<file path="config.mk">
export PLATFORM = sky130hd
export DESIGN_NAME = ptl_skid
export DESIGN_NICKNAME = d
export VERILOG_FILES = /design/src/ptl_pkg.sv /design/src/ptl_skid.sv
export SDC_FILE = /design/constraint.sdc
export NUM_CORES = 1
export LEC_CHECK = 0
export ABC_AREA = 1
export BUFFER_PORTS_ARGS = -buffer_cell sky130_fd_sc_hd__buf_2
export CORE_ASPECT_RATIO = 0.8
export CORE_MARGIN = 5
export CORE_UTILIZATION = 30
export DETAILED_ROUTE_END_ITERATION = 16
export GPL_ROUTABILITY_DRIVEN = 1
export GPL_TIMING_DRIVEN = 0
export PLACE_DENSITY = 0.58
export SYNTH_ARGS = -nofsm -noshare
export SYNTH_HDL_FRONTEND = slang
export SYNTH_SLANG_ARGS = --single-unit
</file>
<file path="constraint.sdc">
create_clock -name aclk -period 14.1 [get_ports aclk]
set_input_delay 2.82 -clock aclk [delete_from_list [all_inputs] [get_ports aclk]]
set_output_delay 2.82 -clock aclk [all_outputs]
set_load 0.03 [all_outputs]
</file>
<file path="src/ptl_pkg.sv">
// Shared widths, types, register codes and step functions for the point-to-line core.
`timescale 1ns / 1ps

package ptl_pkg;

    // Coordinate format
    localparam int COORD_WIDTH = 32;
    localparam int FRAC_BITS   = 16;
    localparam int CW          = COORD_WIDTH;

    // Internal widths, all exact
    localparam int V_W    = CW + 1;          // p - o
    localparam int NN_W   = 2 * CW;          // |d|^2
    localparam int DOT_W  = 2 * CW + 2;      // d.v, signed
    localparam int VV_W   = 2 * CW + 2;      // |v|^2
    localparam int DM_W   = 2 * CW + 1;      // |d.v|
    localparam int LO_W   = CW + 1;          // low slice of |d.v|
    localparam int HI_W   = DM_W - LO_W;     // high slice of |d.v|
    localparam int QW     = 2 * CW + 2;      // quotient bits
    localparam int N_W    = QW + NN_W;       // dividend bits
    localparam int SQ_W   = QW / 2;          // root bits
    localparam int RM_W   = SQ_W + 2;        // root remainder bits
    localparam int F_W    = QW + 2;          // foot sum before clamp
    localparam int DIST_W = CW - 1;
    localparam int LANES  = 4;               // three foot lanes and the distance lane
    localparam int CFG_IDX_W = 3;

    localparam logic [CW-1:0] DIR_Z_RESET = CW'(64'd1 << FRAC_BITS);

    // Register indexes
    typedef enum logic [CFG_IDX_W-1:0] {
        REG_ORIGIN_X = 3'd0,
        REG_ORIGIN_Y = 3'd1,
        REG_ORIGIN_Z = 3'd2,
        REG_DIR_X    = 3'd3,
        REG_DIR_Y    = 3'd4,
        REG_DIR_Z    = 3'd5
    } reg_idx_t;

    typedef logic [2:0][CW-1:0] vec3_t;

    typedef struct packed {
        vec3_t origin;
        vec3_t dir;
    } line_t;

    typedef logic [LANES-1:0][N_W-1:0]  num_vec_t;
    typedef logic [LANES-1:0][QW-1:0]   quo_vec_t;
    typedef logic [LANES-1:0][NN_W-1:0] rem_vec_t;

    // Sideband that rides along the divider
    typedef struct packed {
        logic [VV_W-1:0] vv;
        logic [2:0]      neg;
    } div_side_t;

    typedef struct packed {
        logic [QW-1:0]   x;
        logic [RM_W-1:0] rem;
        logic [SQ_W-1:0] root;
    } sq_state_t;

    typedef struct packed {
        vec3_t             foot;
        logic [DIST_W-1:0] distance;
        logic              degenerate;
    } result_t;

    // One restoring division step: remainder in the top bits, quotient fills the bottom
    function automatic logic [N_W-1:0] div_step(input logic [N_W-1:0] rq,
                                                input logic [NN_W-1:0] nn);
        logic [NN_W:0] t;
        logic [NN_W:0] d;
        t = rq[N_W-1:QW-1];
        d = t - {1'b0, nn};
        if (t >= {1'b0, nn}) begin
            div_step = {d[NN_W-1:0], rq[QW-2:0], 1'b1};
        end else begin
            div_step = {t[NN_W-1:0], rq[QW-2:0], 1'b0};
        end
    endfunction

    // One digit of the restoring integer square root
    function automatic sq_state_t sqrt_step(input sq_state_t s);
        logic [RM_W+1:0] t;
        logic [RM_W+1:0] tr;
        sq_state_t       r;
        t   = {s.rem, s.x[QW-1 -: 2]};
        tr  = {{(RM_W - SQ_W){1'b0}}, s.root, 2'b01};
        r.x = {s.x[QW-3:0], 2'b00};
        if (t >= tr) begin
            r.rem  = RM_W'(t - tr);
            r.root = {s.root[SQ_W-2:0], 1'b1};
        end else begin
            r.rem  = t[RM_W-1:0];
            r.root = {s.root[SQ_W-2:0], 1'b0};
        end
        sqrt_step = r;
    endfunction

endpackage

</file>
<file path="src/ptl_skid.sv">
// Output register with a one-entry skid buffer that absorbs the pipeline stall latency.
`timescale 1ns / 1ps

module ptl_skid (
    input  logic              aclk,
    input  logic              aresetn,
    input  logic              push,
    input  ptl_pkg::result_t  in_data,
    input  logic              m_ready,
    output logic              m_valid,
    output ptl_pkg::result_t  m_data,
    output logic              full
);

    logic             out_vld_reg;
    logic             skid_vld_reg;
    ptl_pkg::result_t out_data_reg;
    ptl_pkg::result_t skid_data_reg;

    // control
    always_ff @(posedge aclk) begin
        if (!aresetn) begin
            out_vld_reg  <= 1'b0;
            skid_vld_reg <= 1'b0;
        end else if (!out_vld_reg || m_ready) begin
            out_vld_reg  <= skid_vld_reg | push;
            skid_vld_reg <= 1'b0;
        end else if (push) begin
            skid_vld_reg <= 1'b1;
        end
    end

    // payload
    always_ff @(posedge aclk) begin
        if (!out_vld_reg || m_ready) begin
            out_data_reg <= skid_vld_reg ? skid_data_reg : in_data;
        end else if (push) begin
            skid_data_reg <= in_data;
        end
    end

    assign m_valid = out_vld_reg;
    assign m_data  = out_data_reg;
    assign full    = skid_vld_reg;

    // skid only fills behind a held output
    a_full_needs_out: assert property (@(posedge aclk) disable iff (!aresetn)
        full |-> m_valid)
        else $error("skid entry held without output transaction pending");

    a_full_holds: assert property (@(posedge aclk) disable iff (!aresetn)
        full && !m_ready |=> full)
        else $error("skid entry lost while output stalled");

endmodule

</file>
==> results.md <==
* Critical path type: input port to register
* RR Startpoint: m_valid
* CP Max Fanout at 36
* Routed Antenna Nets at 0
* Synth-to-Final Area Change at 28.8%
* Pins Over Slew Limit at 0
* Transition time of the tightest slew-check pin at 929 ps
* Post-route cell area at 0.0128 sq mm
* Req. time, crit path at 14330 ps
* Placed inst area at 0.0119 sq mm
* Share of layout cells above drive strength 1 at 0.406
* Reg2Reg Depth at 5
* Hold depth at 2
* Clock Path Buffers at 3
* Yosys warns at 0
* Antenna violations before repair at 4
* Syn Area/Cell at 14.6 sq um
* CTS tree: yes
* CP startpoint: m_ready
* Clock Skew at 6.26 ps
* Final period utilization at 0.333
* Die X at 213 um
* Slowest stage delay, CP at 850 ps
* Critical Path Sink Type: register
* Total grt overflow at 0
* Status: finished, final reports clean
* Overall Global Routing Usage at 0.122
* Post-cts resize count at 0
* Hold Crit Class: register to register
* CTS sink count at 258
* CP cell instances: buf_2 > inv_1 > nand2_4 > nor2_4 > buf_16 > buf_12 > buf_12
* P_leak at 5.23 nW
* Slowest cell on crit path: nor2_4
* Cell count after synthesis at 680
* Via/cell ratio at 4.13
* Yosys cell types at 13
* Placer Congestion at 0.746
* Critical path's top delay family: simple AND/OR/NAND/NOR gates
* Post-DP HPWL at 16.5 mm
* Final min period at 4690 ps
* Hold EP: m_data[54]
* # IOs at 262
* Number of global-route vias before repair at 6024
* Post-CTS Setup Bufs at 0
* Row cnt at 59
* Via count at 5904
* Initial Util at 0.305
* Cts bufs inserted at 28
* Crit path arrival time at 4920 ps
* Hold_buf cts at 0
* Largest net degree at the start of global routing at 51
* Die ar. at 0.0368 sq mm
* #FFs+latches synth at 258
* RSZ-0062 raised after global routing: false
* CP most frequent cell: buf_12
* Initial DRC count at 309
* Max IR drop VDD at 0.0858 mV
* Startpoint types: input port
* FMAX at 213 MHz
* Clk_lat worst skew at 530 ps
* DRC at 0
* Clk slew on worst S/H paths at 60 ps
* Final Hold Viols at 0
* Post-layout nets at 1109
* Syn Nets at 812
* Most frequent cells in the layout: buf_2 (261), edfxtp_1 (256), inv_1 (130)
* Rel. slew slack at 0.379
* Routed Wire Length at 23.5 mm
* Clock Root Buffer: clkbuf_16
* DRT Pass-1 Iters at 4
* WP buf/inv at 5
* Commonest non-fill, non-tap cell in the layout: buf_2
* Max cap viols at 0
* Register area share after synthesis at 0.780
* Reg2Reg Setup Slack at 11490 ps
* Post-Syn Area at 0.00991 sq mm
* Wire per inst at 16.4 um
* Core area at 0.0326 sq mm
* First-pass GRT wire length at 35.3 mm
* Die Span Y at 173 um
* Power density over the cells at 138 mW/mm^2
* # setup viols final at 0
* I/O Buffers at 261
* Worst reg2reg endpoint: skid_data_reg[54]
* Core Util, Final at 0.392
* H-tree depth at 1
* Min-delay src: skid_data_reg[54]
metrics by stage:
stage               power, mW  cells  TNS (ps)  hold WS [ps]  setup slack (ps)
floorplan                1.03    680         0           500              1990
global placement         1.11   1368  -1112320           486             -8710
detailed placement       1.10   1374         0           508              8780
CTS                      1.80   1425         0           523              9360
global route             1.84   1425         0           529              9250
finish                   1.77   1428         0           516              9410
worst max-delay path by stage:
stage,slack [ps],cells after the start,endpoint
2_1_floorplan,1990,3,skid_data_reg[0]
3_3_place_gp,-8710,4,skid_data_reg[52]
3_5_place_dp,8780,7,skid_data_reg[46]
4_1_cts,9360,7,skid_data_reg[81]
5_1_grt,9250,7,skid_data_reg[54]
6_report,9410,7,skid_data_reg[54]
report_power, final:
group	switching, mW	leakage (nW)	internal, mW
sequential	0.0109	2.51	0.893
combinational	0.128	2.31	0.0537
clock	0.289	0.411	0.392
total	0.428	5.23	1.34
Yosys cell counts (all sizes together):
cell | number | area, sq um
edfxtp | 256 | 7690
nand2 | 130 | 488
o21ai | 129 | 920
buf | 26 | 263
nor2 | 3 | 11.3
inv | 130 | 488
clkbuf | 3 | 11.3
dfxtp | 2 | 40.0
nand3 | 1 | 5.00
layout make-up:
class / instances / area (sq um)
antenna: 3 / 7.51
buffer: 29 / 274
clock buffer: 35 / 748
clock inverter: 16 / 104
fill: 3135 / 19800
inverter: 130 / 488
multi-input combinational: 263 / 1440
sequential: 258 / 7730
tap: 427 / 534
timing repair buffer: 267 / 1450
cells by family after synthesis:
logic type / Yosys count / share of synthesized area
and+or+nand+nor: 134 / 0.0509
AOI/OAI and AO/OA: 129 / 0.0928
buffers and inverters: 159 / 0.0769
DFF: 258 / 0.780
worst min-delay path, delay by kind of cell (launching register included):
family             cells  cell delay (ps)
AOI/OAI and AO/OA      1               50
DFF                    1              320
and+or+nand+nor        1               60
routing by layer:
layer | GRT usage | vias to the layer above | wire length, um | share of wire
met3 | 0.0551 | 37 | 2590 | 0.11
met2 | 0.196 | 201 | 10700 | 0.46
met4 | 0.0249 | 4 | 481 | 0.020
met5 | 0 | - | 20 | 0.00085
li1 | - | 2918 | - | -
met1 | 0.154 | 2744 | 9650 | 0.41
No activity file was read; power rests on OpenSTA's default activity.
